<file path="config.mk">
export PLATFORM = sky130hd
export DESIGN_NAME = least_loaded_dispatcher_flat
export DESIGN_NICKNAME = d
export VERILOG_FILES = /design/src/rtl/lld_pkg.sv /design/src/rtl/lld_req_if.sv /design/src/rtl/lld_rsp_if.sv /design/src/rtl/lld_ram.sv /design/src/rtl/lld_core.sv /design/src/rtl/least_loaded_dispatcher.sv /design/src/flat_wrapper.sv
export SDC_FILE = /design/constraint.sdc
export NUM_CORES = 1
export LEC_CHECK = 0
export BUFFER_PORTS_ARGS = -buffer_cell sky130_fd_sc_hd__buf_2
export CAP_MARGIN = 20
export CORE_ASPECT_RATIO = 1.1
export CORE_UTILIZATION = 42
export DETAILED_ROUTE_END_ITERATION = 8
export SLEW_MARGIN = 5
export SYNTH_ARGS = -nofsm -noshare
export SYNTH_HDL_FRONTEND = slang
export SYNTH_SLANG_ARGS = --single-unit
export TNS_END_PERCENT = 30
</file>
<file path="constraint.sdc">
create_clock -name clk -period 6.2 [get_ports clk]
set_input_delay 0.93 -clock clk [delete_from_list [all_inputs] [get_ports clk]]
set_output_delay 0.93 -clock clk [all_outputs]
set_load 0.1 [all_outputs]
</file>
<file path="src/rtl/lld_pkg.sv">
// ----------------------------------------------------------------------------
// lld_pkg: shared types and codes of the least loaded dispatcher
// Result status codes, register indexes, configuration and result records.
// ----------------------------------------------------------------------------
package lld_pkg;

	// Size of the server pool; indexes and the register fields are sized for 16
	localparam int MAX_SERVERS = 16;

	localparam int CFG_IDX_W  = 2;
	localparam int CFG_DATA_W = 16;

	// Register indexes of the configuration port
	localparam logic [CFG_IDX_W-1:0] REG_SERVER_COUNT   = 2'd0;
	localparam logic [CFG_IDX_W-1:0] REG_PENDING_LIMIT  = 2'd1;
	localparam logic [CFG_IDX_W-1:0] REG_LIMIT_DISABLED = 2'd2;

	typedef enum logic [1:0] {
		ST_ADMIT    = 2'd0,
		ST_REFUSE   = 2'd1,
		ST_COMPLETE = 2'd2
	} lld_status_t;

	typedef struct packed {
		logic [4:0]  server_count;
		logic [15:0] pending_limit;
		logic        limit_disabled;
	} lld_cfg_t;

	typedef struct packed {
		lld_status_t status;
		logic [3:0]  chosen_server;
		logic [15:0] pending_now;
	} lld_res_t;

endpackage

</file>
<file path="src/rtl/lld_req_if.sv">
// ----------------------------------------------------------------------------
// lld_req_if: request channel of the least loaded dispatcher
// Carries one request or completion per transaction.
// ----------------------------------------------------------------------------
interface lld_req_if;
	logic       valid;
	logic       ready;
	logic       action;
	logic [3:0] done_server;

	modport source (output valid, output action, output done_server, input ready);
	modport sink   (input valid, input action, input done_server, output ready);
endinterface

</file>
<file path="src/rtl/lld_rsp_if.sv">
// ----------------------------------------------------------------------------
// lld_rsp_if: result channel of the least loaded dispatcher
// Carries one result per transaction.
// ----------------------------------------------------------------------------
interface lld_rsp_if;
	logic        valid;
	logic        ready;
	logic [1:0]  status;
	logic [3:0]  chosen_server;
	logic [15:0] pending_now;

	modport source (output valid, output status, output chosen_server, output pending_now,
		input ready);
	modport sink   (input valid, input status, input chosen_server, input pending_now,
		output ready);
endinterface

</file>
<file path="src/rtl/lld_ram.sv">
// ----------------------------------------------------------------------------
// lld_ram: generic single-write, single-read RAM
// One write port, one read port, read data registered.
// ----------------------------------------------------------------------------
module lld_ram #(
	parameter int WIDTH = 16,
	parameter int DEPTH = 16,
	localparam int AW   = (DEPTH > 1) ? $clog2(DEPTH) : 1
) (
	input  logic             clk,
	input  logic             we,
	input  logic [AW-1:0]    waddr,
	input  logic [WIDTH-1:0] wdata,
	input  logic [AW-1:0]    raddr,
	output logic [WIDTH-1:0] rdata
);

	logic [WIDTH-1:0] mem_q [DEPTH];

	always_ff @(posedge clk) begin
		if (we) begin
			mem_q[waddr] <= wdata;
		end
		rdata <= mem_q[raddr];
	end

endmodule

</file>
<file path="src/rtl/lld_core.sv">
// ----------------------------------------------------------------------------
// lld_core: admission, rotating scan and count update
// Sequencer that reads the in-flight count memory one server a cycle.
// ----------------------------------------------------------------------------
module lld_core #(
	parameter int COUNT_BITS  = 16
) (
	input  logic             clk,
	input  logic             arst_n,
	input  logic             start,
	input  logic             action,
	input  logic [3:0]       done_server,
	input  lld_pkg::lld_cfg_t cfg,
	output logic             idle,
	output logic             res_valid,
	output lld_pkg::lld_res_t res,
	input  logic             res_take
);
	import lld_pkg::*;

	localparam int AW = (MAX_SERVERS > 1) ? $clog2(MAX_SERVERS) : 1;
	localparam int CW = COUNT_BITS;
	localparam int WW = ((CW > 16) ? CW : 16) + 1;
	localparam int MW = 10;

	typedef enum logic [3:0] {
		S_IDLE  = 4'b0001,
		S_SCAN  = 4'b0010,
		S_CREAD = 4'b0100,
		S_DONE  = 4'b1000
	} lld_state_t;

	lld_state_t    state_q;
	logic [3:0]    sp_q;
	logic [CW-1:0] pend_q;
	logic [4:0]    n_q;
	logic [4:0]    best_q;
	logic [CW-1:0] min_load_q;
	logic          have_q;
	logic          vld_q [MAX_SERVERS];
	lld_res_t      res_q;

	logic [4:0]    rd_idx_s1;
	logic [4:0]    rem_s1;
	logic          rd_vld_s1;
	logic          done_ok_s1;

	logic          we;
	logic [AW-1:0] waddr;
	logic [CW-1:0] wdata;
	logic [AW-1:0] raddr;
	logic [CW-1:0] rdata;

	logic [15:0]   lim;
	logic          refuse;
	logic [4:0]    n_act;
	logic [4:0]    origin;
	logic [4:0]    origin_inc;
	logic [3:0]    sp_next;
	logic          done_ok;
	logic [CW-1:0] load;
	logic          take;
	logic [4:0]    cur_best;
	logic [CW-1:0] cur_load;
	logic          stop;
	logic [4:0]    idx_inc;
	logic [4:0]    next_idx;
	logic [CW-1:0] pend_dec;

	lld_ram #(.WIDTH(CW), .DEPTH(MAX_SERVERS)) u_cnt_ram (
		.clk   (clk),
		.we    (we),
		.waddr (waddr),
		.wdata (wdata),
		.raddr (raddr),
		.rdata (rdata)
	);

	always_comb begin
		lim    = (cfg.pending_limit == 16'd0) ? 16'd1 : cfg.pending_limit;
		refuse = (&pend_q) ||
			(!cfg.limit_disabled && ((WW'(pend_q) + WW'(1)) > WW'(lim)));
		if (cfg.server_count == 5'd0) begin
			n_act = 5'd1;
		end else if (MW'(cfg.server_count) > MW'(MAX_SERVERS)) begin
			n_act = 5'(MAX_SERVERS);
		end else begin
			n_act = cfg.server_count;
		end
		origin     = (5'(sp_q) < n_act) ? 5'(sp_q) : 5'd0;
		origin_inc = origin + 5'd1;
		sp_next    = (origin_inc >= n_act) ? 4'd0 : 4'(origin_inc);
		done_ok    = MW'(done_server) < MW'(MAX_SERVERS);
		pend_dec   = (pend_q != '0) ? (pend_q - CW'(1)) : pend_q;

		// Unwritten entries read as zero
		load     = rd_vld_s1 ? rdata : '0;
		take     = !have_q || (load < min_load_q);
		cur_best = take ? rd_idx_s1 : best_q;
		cur_load = take ? load : min_load_q;
		stop     = (take && (load == '0)) || (rem_s1 == 5'd0);
		idx_inc  = rd_idx_s1 + 5'd1;
		next_idx = (idx_inc == n_q) ? 5'd0 : idx_inc;
	end

	// Memory port control
	always_comb begin
		raddr = '0;
		we    = 1'b0;
		waddr = '0;
		wdata = '0;
		unique case (state_q)
			S_IDLE: begin
				if (start) begin
					raddr = action ? AW'(done_server) : AW'(origin);
				end
			end
			S_SCAN: begin
				if (stop) begin
					we    = 1'b1;
					waddr = AW'(cur_best);
					wdata = (&cur_load) ? cur_load : (cur_load + CW'(1));
				end else begin
					raddr = AW'(next_idx);
				end
			end
			S_CREAD: begin
				if (done_ok_s1 && (load != '0)) begin
					we    = 1'b1;
					waddr = AW'(rd_idx_s1);
					wdata = load - CW'(1);
				end
			end
			S_DONE: begin
			end
			default: begin
			end
		endcase
	end

	always_ff @(posedge clk or negedge arst_n) begin
		if (!arst_n) begin
			state_q <= S_IDLE;
			sp_q    <= '0;
			pend_q  <= '0;
			have_q  <= 1'b0;
			for (int i = 0; i < MAX_SERVERS; i++) begin
				vld_q[i] <= 1'b0;
			end
		end else begin
			if (we) begin
				vld_q[waddr] <= 1'b1;
			end
			unique case (state_q)
				S_IDLE: begin
					if (start) begin
						if (action) begin
							pend_q  <= pend_dec;
							state_q <= S_CREAD;
						end else if (refuse) begin
							state_q <= S_DONE;
						end else begin
							sp_q    <= sp_next;
							pend_q  <= pend_q + CW'(1);
							have_q  <= 1'b0;
							state_q <= S_SCAN;
						end
					end
				end
				S_SCAN: begin
					have_q <= 1'b1;
					if (stop) begin
						state_q <= S_DONE;
					end
				end
				S_CREAD: begin
					state_q <= S_DONE;
				end
				S_DONE: begin
					if (res_take) begin
						state_q <= S_IDLE;
					end
				end
				default: begin
					state_q <= S_IDLE;
				end
			endcase
		end
	end

	// Scan pipeline and result payload
	always_ff @(posedge clk) begin
		rd_vld_s1 <= vld_q[raddr];
		unique case (state_q)
			S_IDLE: begin
				if (start) begin
					res_q.chosen_server <= 4'd0;
					if (action) begin
						rd_idx_s1         <= 5'(done_server);
						done_ok_s1        <= done_ok;
						res_q.status      <= ST_COMPLETE;
						res_q.pending_now <= 16'(pend_dec);
					end else if (refuse) begin
						res_q.status      <= ST_REFUSE;
						res_q.pending_now <= 16'(pend_q);
					end else begin
						n_q               <= n_act;
						rd_idx_s1         <= origin;
						rem_s1            <= n_act - 5'd1;
						res_q.status      <= ST_ADMIT;
						res_q.pending_now <= 16'(pend_q + CW'(1));
					end
				end
			end
			S_SCAN: begin
				best_q     <= cur_best;
				min_load_q <= cur_load;
				if (stop) begin
					res_q.chosen_server <= 4'(cur_best);
				end else begin
					rd_idx_s1 <= next_idx;
					rem_s1    <= rem_s1 - 5'd1;
				end
			end
			S_CREAD: begin
			end
			S_DONE: begin
			end
			default: begin
			end
		endcase
	end

	assign idle      = (state_q == S_IDLE);
	assign res_valid = (state_q == S_DONE);
	assign res       = res_q;

endmodule

</file>
<file path="src/rtl/least_loaded_dispatcher.sv">
// Scan: a request reads m in-flight counts, m in 1..active servers, and stops early at the
//   first server with none in flight; a completion reads only its own server's count.
// Flow: one transaction at a time; the scan reads the counts one by one through the
//   single read port of the in-flight count memory.
// Reset: arst_n clears the pointer, pending count, entry valid bits and configuration at once;
//   no clearing pass is needed and a request may be accepted in the first cycle after reset.
// ----------------------------------------------------------------------------
// least_loaded_dispatcher: least-connections request dispatcher
// Admits requests against a pending limit that can be disabled, sends each to the
// least loaded server, scanning from a rotating start point, and retires completions.
// ----------------------------------------------------------------------------
module least_loaded_dispatcher #(
	parameter int COUNT_BITS  = 16
) (
	input  logic                               clk,
	input  logic                               arst_n,
	lld_req_if.sink                            req,
	lld_rsp_if.source                          rsp,
	input  logic                               cfg_we,
	input  logic [lld_pkg::CFG_IDX_W-1:0]      cfg_index,
	input  logic [lld_pkg::CFG_DATA_W-1:0]     cfg_data
);
	import lld_pkg::*;

	lld_cfg_t cfg_q;
	logic     core_idle;
	logic     start;
	logic     res_valid;
	lld_res_t res;
	logic     res_take;
	logic     out_valid_q;
	lld_res_t out_res_q;

	// Configuration registers; writes beyond the register list are dropped
	always_ff @(posedge clk or negedge arst_n) begin
		if (!arst_n) begin
			cfg_q.server_count   <= 5'd1;
			cfg_q.pending_limit  <= 16'd1;
			cfg_q.limit_disabled <= 1'b0;
		end else if (cfg_we) begin
			case (cfg_index)
				REG_SERVER_COUNT:   cfg_q.server_count   <= cfg_data[4:0];
				REG_PENDING_LIMIT:  cfg_q.pending_limit  <= cfg_data;
				REG_LIMIT_DISABLED: cfg_q.limit_disabled <= cfg_data[0];
				default: begin
				end
			endcase
		end
	end

	// Take a new transaction only while the sequencer is idle
	assign req.ready = core_idle;
	assign start     = req.valid && req.ready;

	lld_core #(
		.COUNT_BITS  (COUNT_BITS)
	) u_core (
		.clk         (clk),
		.arst_n      (arst_n),
		.start       (start),
		.action      (req.action),
		.done_server (req.done_server),
		.cfg         (cfg_q),
		.idle        (core_idle),
		.res_valid   (res_valid),
		.res         (res),
		.res_take    (res_take)
	);

	// Output register: advance a finished result when the slot is free or being
	// emptied, otherwise hold the sequencer in its done state
	assign res_take = res_valid && (!out_valid_q || rsp.ready);

	always_ff @(posedge clk or negedge arst_n) begin
		if (!arst_n) begin
			out_valid_q <= 1'b0;
		end else if (res_take) begin
			out_valid_q <= 1'b1;
		end else if (rsp.ready) begin
			out_valid_q <= 1'b0;
		end
	end

	always_ff @(posedge clk) begin
		if (res_take) begin
			out_res_q <= res;
		end
	end

	assign rsp.valid         = out_valid_q;
	assign rsp.status        = out_res_q.status;
	assign rsp.chosen_server = out_res_q.chosen_server;
	assign rsp.pending_now   = out_res_q.pending_now;

endmodule

</file>
<file path="src/flat_wrapper.sv">
// flat-port wrapper written by rule: the top's interface ports become plain ports
module least_loaded_dispatcher_flat import lld_pkg::*;
#(
	parameter int COUNT_BITS  = 16
)
  (clk, arst_n, cfg_we, cfg_index, cfg_data, req_valid, req_action, req_done_server, req_ready, rsp_valid, rsp_status, rsp_chosen_server, rsp_pending_now, rsp_ready);
  lld_req_if req_i ();
  lld_rsp_if rsp_i ();
  input  logic clk;
  input  logic arst_n;
  input  logic cfg_we;
  input  logic [lld_pkg::CFG_IDX_W-1:0] cfg_index;
  input  logic [lld_pkg::CFG_DATA_W-1:0] cfg_data;
  input wire logic [$bits(req_i.valid)-1:0] req_valid;
  input wire logic [$bits(req_i.action)-1:0] req_action;
  input wire logic [$bits(req_i.done_server)-1:0] req_done_server;
  output wire logic [$bits(req_i.ready)-1:0] req_ready;
  output wire logic [$bits(rsp_i.valid)-1:0] rsp_valid;
  output wire logic [$bits(rsp_i.status)-1:0] rsp_status;
  output wire logic [$bits(rsp_i.chosen_server)-1:0] rsp_chosen_server;
  output wire logic [$bits(rsp_i.pending_now)-1:0] rsp_pending_now;
  input wire logic [$bits(rsp_i.ready)-1:0] rsp_ready;
  assign req_i.valid = req_valid;
  assign req_i.action = req_action;
  assign req_i.done_server = req_done_server;
  assign req_ready = req_i.ready;
  assign rsp_valid = rsp_i.valid;
  assign rsp_status = rsp_i.status;
  assign rsp_chosen_server = rsp_i.chosen_server;
  assign rsp_pending_now = rsp_i.pending_now;
  assign rsp_i.ready = rsp_ready;
  least_loaded_dispatcher #(.COUNT_BITS(COUNT_BITS)) u_core (.clk(clk), .arst_n(arst_n), .req(req_i), .rsp(rsp_i), .cfg_we(cfg_we), .cfg_index(cfg_index), .cfg_data(cfg_data));
endmodule
</file>
==> results_dict.tcl, run 1 <==
set metrics [dict create \
    status "finished clean" \
    setup_ws_ps 1150 \
    crit_slowest_cell "or3_1" \
    r2r_setup_slack_ps 1150 \
    finalHoldViolCount 0 \
    tns_ps 0 \
    setup_viol 0 \
    core_um2 44500 \
    post-dp-hpwl_mm 29.5 \
    synth_area_leaders "edfxtp_1 53%, dfrtp_1 8.1%, mux2i_1 7.7%, ha_1 2.9%, xnor2_1 2.0%" \
    grt_antenna_before_repair 0 \
    crit_arrival_ps 5270 \
    firstDrtPassIters 5 \
    dp_slack_ps 1170 \
    clock_sinks 416 \
    port_buffers 51 \
    synth-seq-cells 416 \
    final_util_pct 48.3 \
    crit_start "u_core.u_core.u_cnt_ram.rdata[7]" \
    crit_type "flop to flop" \
    min_path_type "flop to flop" \
    grt_overflow_total 0 \
    postRouteAntennaNets 0 \
    pwr-share-comb_pct 28.0 \
    p_sw_mw 3.02 \
    p_clk_share_pct 28.9 \
    vias_per_cell 5.54 \
    hold_buffers 0 \
    synth_edf_count 335 \
    synth_cell_types 73 \
    postCtsSetupBuffers 0 \
    period_share_pct 81.4 \
    numCtsBuffers 44 \
    syn_to_final_growth_pct 13.6 \
    worstSetupStartpointType "flop" \
    layout-drive-gt1-share_pct 15.2 \
    layout.nets 1565 \
    synth_nets 1492 \
    die_area_um2 45900 \
    p_leak_nw 8.10 \
    p_sw_share_pct 33.6 \
    place_congestion 0.864 \
    syn-instance-count 1420 \
    worstReg2RegEnd "u_core.u_core.u_cnt_ram.mem_q[4][9]" \
    htree_levels 2 \
    end_kind "flop" \
    grt_setup_unrepaired "no" \
    insertion_delay_ps 590 \
    skew_ps 28.6 \
    syn_area_um2 18900 \
    grt_pass1_vias 11600 \
    yosys_warnings 0 \
    dp_cells 2026 \
    finalPower_mw 8.99 \
    route.vias.total 11700 \
    grt_max_degree 65 \
    crit-reg2reg-launch "u_core.u_core.u_cnt_ram.rdata[7]" \
    clk_pin_slew_ps 60 \
    hold_ws_ps 419 \
    worstSetupEndpoint "u_core.u_core.u_cnt_ram.mem_q[4][9]" \
    slew_headroom_pct 31.6 \
    synth_ff_type "edfxtp_1" \
    ys_async_sr_fraction_pct 15.4 \
    rr_worst_depth 16 \
    drc 0 \
    max_stage_delay_ps 580 \
    gr-usage-all-layers_pct 19.5 \
    die_w_um 204 \
    cts_root_buffer "clkbuf_16" \
    drt-wirelength-per-cell_um 20.8 \
    wirelength_mm 44.0 \
    drv_slew 0 \
    drv_cap 0 \
    crit_fanout 16 \
    row_count 81 \
    power.share.sequential_pct 43.1 \
    start_util_pct 42.5 \
    ios 52 \
    drt_iter0_markers 739 \
    die_h_um 225 \
    num_antenna_cells 0 \
    grt_pass1_wl_mm 67.7 \
    synth_top_area_share_pct 53.2 \
    post_cts_resized 0 \
    avgSynthCellArea_um2 13.3 \
    max_freq_ghz 0.198 \
    cp_cell_sequence "nand2_1 > inv_1 > ha_1 > and4_1 > o2111a_1 > o211ai_1 > a311oi_1 > o21a_2 > o21ai_0 > ha_1 > nand2_1 > nor3_1 > mux2i_1 > nand2_1 > o211a_1 > or3_1" \
    power.internal_mw 5.96 \
    layout_min_cycle_time_ps 5050 \
    critPathRequiredTime_ps 6420 \
    ir_worst_vdd_mv 0.231 \
    worstMarginPinSlew_ps 1020 \
    fin_area_um2 21500 \
    finalNonFillerCells 2110 \
    place_area_um2 20000 \
    clockBufferDepth 3 \
    cts_tree "done" \
    synth_top_area_cell "edfxtp_1" \
    p_per_area_nw_per_um2 418 \
    path_common_cell "nand2_1" \
    ys_seq_area_share_pct 63.5 \
]
## worst min path at each step
stage               cells past startpoint  slack (ps)                  start                          end
floorplan                               0         400  u_core.u_core.res[16]  u_core.rsp.chosen_server[0]
global placement                        0         400   u_core.u_core.res[3]    u_core.rsp.pending_now[3]
detailed placement                      0         400  u_core.u_core.res[21]         u_core.rsp.status[1]
CTS                                     0         420  u_core.u_core.res[21]         u_core.rsp.status[1]
global route                            0         430  u_core.u_core.res[14]   u_core.rsp.pending_now[14]
finish                                  0         420  u_core.u_core.res[21]         u_core.rsp.status[1]
## state kept, by name, indices dropped and copies added, names as in the netlist, 5 cells and up
name                           flops
u_core.u_core.res                 22
u_core.u_core.u_cnt_ram.rdata     16
u_core.u_core.rem_s1               5
u_core.u_core.u_cnt_ram.mem_q    256
u_core.u_core.pend_q              16
u_core.u_core.n_q                  5
u_core.u_core.rd_idx_s1            5
u_core.rsp.pending_now            16
u_core.cfg_q                      22
u_core.u_core.vld_q               16
u_core.u_core.min_load_q          16
## critical path, delay by kind of cell, from the launching register on
family	cells	cell delay, ps
AO/OA/AOI/OAI	6	1670
multiplexers	1	380
adder cells (fa/ha/maj)	2	640
AND/OR/NAND/NOR	6	1490
flip-flops	1	420
buffers and inverters	1	60
## per-layer routing
layer / up-vias / global-route usage [%] / routed length, µm
met4: 0 / 6.43 / 1190
met1: 5835 / 25.6 / 19100
li1: 5508 / - / -
met2: 273 / 32.5 / 21600
met3: 68 / 3.54 / 2080
met5: - / 0 / 0
## layout by cell type, fill, tap and decap left out, types with 15 or more instances in the layout
| cell type | instances |
|---|---|
| xnor2_1 | 44 |
| clkbuf_16 | 44 |
| o22ai_1 | 60 |
| mux2_2 | 27 |
| nor3_1 | 20 |
| nand3_1 | 28 |
| or3_1 | 22 |
| mux2i_1 | 145 |
| nor2_2 | 15 |
| buf_4 | 36 |
| xor2_1 | 24 |
| ha_1 | 44 |
| inv_1 | 68 |
| a21oi_1 | 34 |
| buf_2 | 51 |
| nor2_1 | 59 |
| dfrtp_1 | 61 |
| dfxtp_1 | 17 |
| edfxtp_1 | 335 |
| o21ai_0 | 43 |
| nand2_1 | 93 |
## kinds of logic after synthesis
kind of cell	share of synthesized area, %
DFF	63.5
and+or+nand+nor	8.91
AOI/OAI and AO/OA	8.97
muxes	9.28
buffers and inverters	3.30
xor gates and xnor gates	3.15
adders and majority gates	2.91
## power groups by stage
stage | clock (mW) | sequential [mW] | combinational [mW]
2_1_floorplan | 0 | 3.75 | 1.96
3_3_place_gp | 0 | 3.92 | 2.48
3_5_place_dp | 0 | 3.92 | 2.52
4_1_cts | 2.66 | 3.86 | 2.53
5_1_grt | 2.77 | 3.91 | 2.78
6_report | 2.60 | 3.87 | 2.52
## cells in the mapped netlist (27+ instances only)
cell      instances
edfxtp_1        335
mux2i_1         145
nand2_1          93
nor2_1           74
inv_1            68
dfrtp_1          61
o22ai_1          60
ha_1             44
xnor2_1          44
o21ai_0          43
a21oi_1          34
clkbuf_1         31
nand3_1          28
mux2_2           27
## area by class of cell
class / instances / area (µm²)
inverter: 69 / 259
sequential: 416 / 12000
timing repair buffer: 94 / 674
tap: 581 / 727
clock buffer: 61 / 1230
multi-input combinational: 868 / 6370
clock inverter: 21 / 219
fill: 3889 / 23000
No activity file was read; power rests on OpenSTA's default activity.
==> inputs of run 2 (changes only) <==
- clock period: 6.2 -> 4.7 ns (I/O delays scaled with it)
==> results_dict.tcl, run 2 (synthesis results as in run 1) <==
set metrics [dict create \
    place_congestion 0.871 \
    port_buffers 51 \
    grt_max_degree 54 \
    mostFrequentLayoutCell "edfxtp_1" \
    drt_iter0_markers 711 \
    skew_ps 25.4 \
    firstDrtPassIters 5 \
    num_antenna_cells 0 \
    core_um2 44500 \
    end_kind "flop" \
    insertion_delay_ps 600 \
    layout-drive-gt1-share_pct 17.5 \
    postRouteAntennaNets 0 \
    grt_antenna_before_repair 3 \
    clk_pin_slew_ps 50 \
    cts_root_buffer "clkbuf_16" \
    grt_pass1_vias 11800 \
    worstMarginPinSlew_ps 890 \
    setup_ws_ps 353 \
    largest_reg_flops 256 \
    worstReg2RegEnd "u_core.u_core.res[11]" \
    crit-reg2reg-launch "u_core.u_core.pend_q[0]" \
    drv_cap 0 \
    crit_type "flop to flop" \
    wirelength_mm 44.2 \
    regMostFlops "u_core.u_core.u_cnt_ram.mem_q" \
    layout.nets 1603 \
    max_freq_ghz 0.230 \
    die_h_um 225 \
    worstSetupStartpointType "flop" \
    p_leak_nw 8.28 \
    rr_worst_depth 17 \
    ir_worst_vdd_mv 0.329 \
    vias_per_cell 5.49 \
    syn_to_final_growth_pct 15.3 \
    postCtsSetupBuffers 0 \
    drv_slew 0 \
    slew_headroom_pct 40.4 \
    r2r_setup_slack_ps 350 \
    ios 52 \
    cts_tree "done" \
    clock_sinks 416 \
    grt_overflow_total 0 \
    grt_pass1_wl_mm 68.1 \
    htree_levels 2 \
    row_count 81 \
    gr-usage-all-layers_pct 19.6 \
    start_util_pct 42.5 \
    drt-wirelength-per-cell_um 20.6 \
    layout_min_cycle_time_ps 4350 \
    period_share_pct 92.5 \
    fin_area_um2 21800 \
    post-dp-hpwl_mm 29.5 \
    crit_arrival_ps 4670 \
    route.vias.total 11800 \
    place_area_um2 20300 \
    dp_slack_ps 170 \
    dp_cells 2064 \
    p_per_area_nw_per_um2 555 \
    die_w_um 204 \
    finalNonFillerCells 2148 \
    numCtsBuffers 44 \
    grt_setup_unrepaired "yes" \
    status "finished clean" \
    drc 0 \
    setup_viol 0 \
    die_area_um2 45900 \
    min_path_type "input port to asynchronous set/reset pin" \
    finalHoldViolCount 0 \
    crit_fanout 7 \
    mostFrequentLayoutCells "335 x edfxtp_1, 145 x mux2i_1, 92 x nand2_1" \
    clockBufferDepth 3 \
    critPathRequiredTime_ps 5020 \
]
run 2: changes by cell type in the layout (fill, tap and decap cells not counted), sizes merged:
cell / delta
clkinv: -3
inv: -2
buf: +38
clkinvlp: -1
clkbuf: +6
run 2: worst max-delay path: stages (launching register included):
cell and delay, ps:
dfrtp_1 350, ha_1 220, nand3_1 180, or2_2 390, nor2_1 170, and3_1 250, and2_2 210, nand2_1 70
xnor2_1 170, ha_1 330, nand2_1 80, nor4_2 330, a21boi_0 200, or3_1 150, a21oi_1 80, o211ai_1 490
o32ai_1 230, xor2_1 190
run 2: what timing repair did:
action | 4_1_cts | 5_1_grt
gates resized for setup | 0 | 8
hold buffers | 0 | 0
hold endpoints to repair | 0 | 0
endpoints found under the setup margin | 0 | 83
run 2: metrics by stage:
| step | total power, mW | utilization [%] | hold WS, ps | TNS, ps |
|---|---|---|---|---|
| after global routing | 12.7 | 49.0 | 221 | -6.95 |
| final | 12.1 | 49.0 | 163 | 0 |
| after floorplan | 7.55 | - | 400 | -9040 |
| after detailed placement | 8.63 | 45.6 | 405 | 0 |
| after global placement | 8.59 | 45.5 | 404 | 0 |
| after CTS | 12.2 | 48.9 | 174 | 0 |
run 2: worst max-delay path by stage:
stage                            startpoint                                   end  slack (ps)  cells past startpoint
global placement    u_core.u_core.rd_vld_s1     u_core.u_core.u_cnt_ram.rdata[10]         370                     15
finish              u_core.u_core.pend_q[0]                 u_core.u_core.res[11]         350                     17
floorplan           u_core.u_core.rd_vld_s1   u_core.u_core.u_cnt_ram.mem_q[0][0]        -160                     22
CTS                 u_core.u_core.rd_vld_s1  u_core.u_core.u_cnt_ram.mem_q[11][3]         150                     16
detailed placement  u_core.u_core.rd_vld_s1   u_core.u_core.u_cnt_ram.mem_q[9][3]         170                     16
global route        u_core.u_core.pend_q[0]                  u_core.u_core.res[4]          -7                     17
run 2: layout make-up:
class                   count  area, µm²
fillers                  3873      22700
flip-flops and latches    416      12000
multi-input cells         868       6420
clock buffers              67       1310
repair buffers            132        916
well taps                 581        727
inverters                  69        259
clock inverters            15        175
run 2: layer usage:
metal,wire [µm],vias to the layer above,GRT usage [%],part of all wire (%)
met4,1190,6,6.19,2.7
met3,2340,81,3.54,5.3
met2,21200,292,32.0,48
met5,37,-,0,0.084
li1,-,5593,-,-
met1,19500,5829,26.5,44
run 2: where the power goes:
| part | internal, mW | total [mW] | switching (mW) |
|---|---|---|---|
| combinational | 1.41 | 3.53 | 2.12 |
| clock | 2.05 | 3.50 | 1.46 |
| sequential | 4.62 | 5.08 | 0.460 |
| total | 8.07 | 12.1 | 4.04 |
==> inputs of run 3 (changes only) <==
- CORE_UTILIZATION: 42 -> 40
==> results_dict.tcl, run 3 (synthesis results as in run 1) <==
set metrics [dict create \
    die_area_um2 48200 \
    hold_ws_ps 144 \
    die_h_um 230 \
    num_antenna_cells 0 \
    mostFrequentLayoutCell "edfxtp_1" \
    postRouteAntennaNets 0 \
    core_um2 46600 \
    syn_to_final_growth_pct 15.1 \
    layout_min_cycle_time_ps 4370 \
    grt_max_degree 48 \
    port_buffers 51 \
    drt-wirelength-per-cell_um 20.2 \
    grt_overflow_total 0 \
    final_util_pct 46.7 \
    start_util_pct 40.6 \
    slew_headroom_pct 29.2 \
    grt_pass1_wl_mm 68.0 \
    insertion_delay_ps 580 \
    dp_cells 2076 \
    clockBufferDepth 3 \
    skew_ps 22.3 \
    worstSetupStartpointType "flop" \
    crit_arrival_ps 4600 \
    n_fill_cell 4098 \
    max_freq_ghz 0.229 \
    end_kind "flop" \
    cp_cell_sequence "ha_1 > nand3_1 > or2_2 > nor2_1 > and3_1 > and2_1 > nand2_1 > xnor2_1 > ha_1 > nand2_1 > nor4_2 > a21boi_0 > or3_1 > a21oi_1 > o21ai_1 > and2_1 > o21ai_2" \
    clock_sinks 416 \
    finalPower_mw 12.0 \
    drv_slew 0 \
    grt_pass1_vias 12000 \
    crit_fanout 5 \
    largest_reg_flops 256 \
    worstReg2RegEnd "u_core.u_core.rd_idx_s1[2]" \
    dp_slack_ps -98.2 \
    finalNonFillerCells 2158 \
    tns_ps 0 \
    layout.nets 1602 \
    worstMarginPinSlew_ps 1060 \
    post-dp-hpwl_mm 29.1 \
    max_stage_delay_ps 400 \
    drv_cap 0 \
    layout-drive-gt1-share_pct 17.3 \
    period_share_pct 92.9 \
    min_path_type "input port to asynchronous set/reset pin" \
    mostFrequentLayoutCells "335 x edfxtp_1, 145 x mux2i_1, 92 x nand2_1" \
    cp_top_family "simple AND/OR/NAND/NOR gates" \
    cts_tree "done" \
    p_per_area_nw_per_um2 550 \
    path_buf_inv 0 \
    critPathRequiredTime_ps 4940 \
    htree_levels 2 \
    route.vias.total 11800 \
    status "finished clean" \
    wirelength_mm 43.6 \
    grt_antenna_before_repair 0 \
    firstDrtPassIters 7 \
    crit_type "flop to flop" \
    place_congestion 0.860 \
    crit-reg2reg-launch "u_core.u_core.pend_q[0]" \
    row_count 83 \
    clk_pin_slew_ps 60 \
    ir_worst_vdd_mv 0.290 \
    p_leak_nw 8.25 \
    grt_setup_unrepaired "no" \
    drc 0 \
    rr_worst_depth 17 \
    vias_per_cell 5.46 \
    crit_slowest_cell "or2_2" \
    finalHoldViolCount 0 \
    drt_iter0_markers 733 \
    numCtsBuffers 43 \
    regMostFlops "u_core.u_core.u_cnt_ram.mem_q" \
    place_area_um2 20300 \
    fin_area_um2 21800 \
    r2r_setup_slack_ps 330 \
    hold_buffers 0 \
    gr-usage-all-layers_pct 18.4 \
    setup_viol 0 \
    die_w_um 209 \
    setup_ws_ps 335 \
    ios 52 \
    cts_root_buffer "clkbuf_16" \
]
## run 3: cell count changes in the layout (fill, tap and decap cells not counted), sizes merged
cell      delta
bufinv       +1
clkinvlp     -1
clkbuf       -7
clkinv       +3
## run 3: worst max-delay path by stage
| stage | startpoint | endpoint | depth (start not counted) |
|---|---|---|---|
| global placement | u_core.u_core.pend_q[0] | u_core.u_core.sp_q[2] | 17 |
| floorplan | u_core.u_core.rd_vld_s1 | u_core.u_core.u_cnt_ram.mem_q[0][0] | 22 |
| CTS | u_core.u_core.pend_q[0] | u_core.u_core.sp_q[3] | 18 |
| detailed placement | u_core.u_core.pend_q[1] | u_core.u_core.sp_q[1] | 17 |
| global route | u_core.u_core.rd_vld_s1 | u_core.u_core.u_cnt_ram.mem_q[5][7] | 20 |
| finish | u_core.u_core.pend_q[0] | u_core.u_core.rd_idx_s1[2] | 17 |
## run 3: worst reg2reg max path: stages, from the launching register on
cell and delay, ps:
dfrtp_1 360, ha_1 220, nand3_1 190, or2_2 400, nor2_1 180, and3_1 270, and2_1 240, nand2_1 90
xnor2_1 260, ha_1 300, nand2_1 100, nor4_2 60, a21boi_0 120, or3_1 390, a21oi_1 220, o21ai_1 160
and2_1 230, o21ai_2 250
## run 3: routing by layer
metal | share of wire [%] | GRT usage [%]
met1 | 43 | 23.9
met2 | 49 | 31.3
met3 | 4.6 | 3.20
met4 | 2.7 | 6.09
met5 | 0 | 0
## run 3: timing repair
action / CTS / global route
resized for setup: 2 / 7
pin swaps: 0 / 1
setup buffers: 0 / 1
setup endpoints to repair: 6 / 35
## run 3: where the power goes
part	total, mW	internal (mW)	switching, mW
clock	3.33	1.92	1.41
sequential	5.03	4.61	0.419
combinational	3.61	1.45	2.16
total	12.0	7.98	3.99
## run 3: final cells by class
class                      count  area (µm²)  share of cell area [%]
inverter                      69         259                    1.19
sequential                   416       12000                    55.2
clock buffer                  60        1170                    5.38
clock inverter                18         208                   0.955
multi-input combinational    868        6410                    29.5
timing repair buffer         132         958                    4.40
tap                          595         744                    3.42
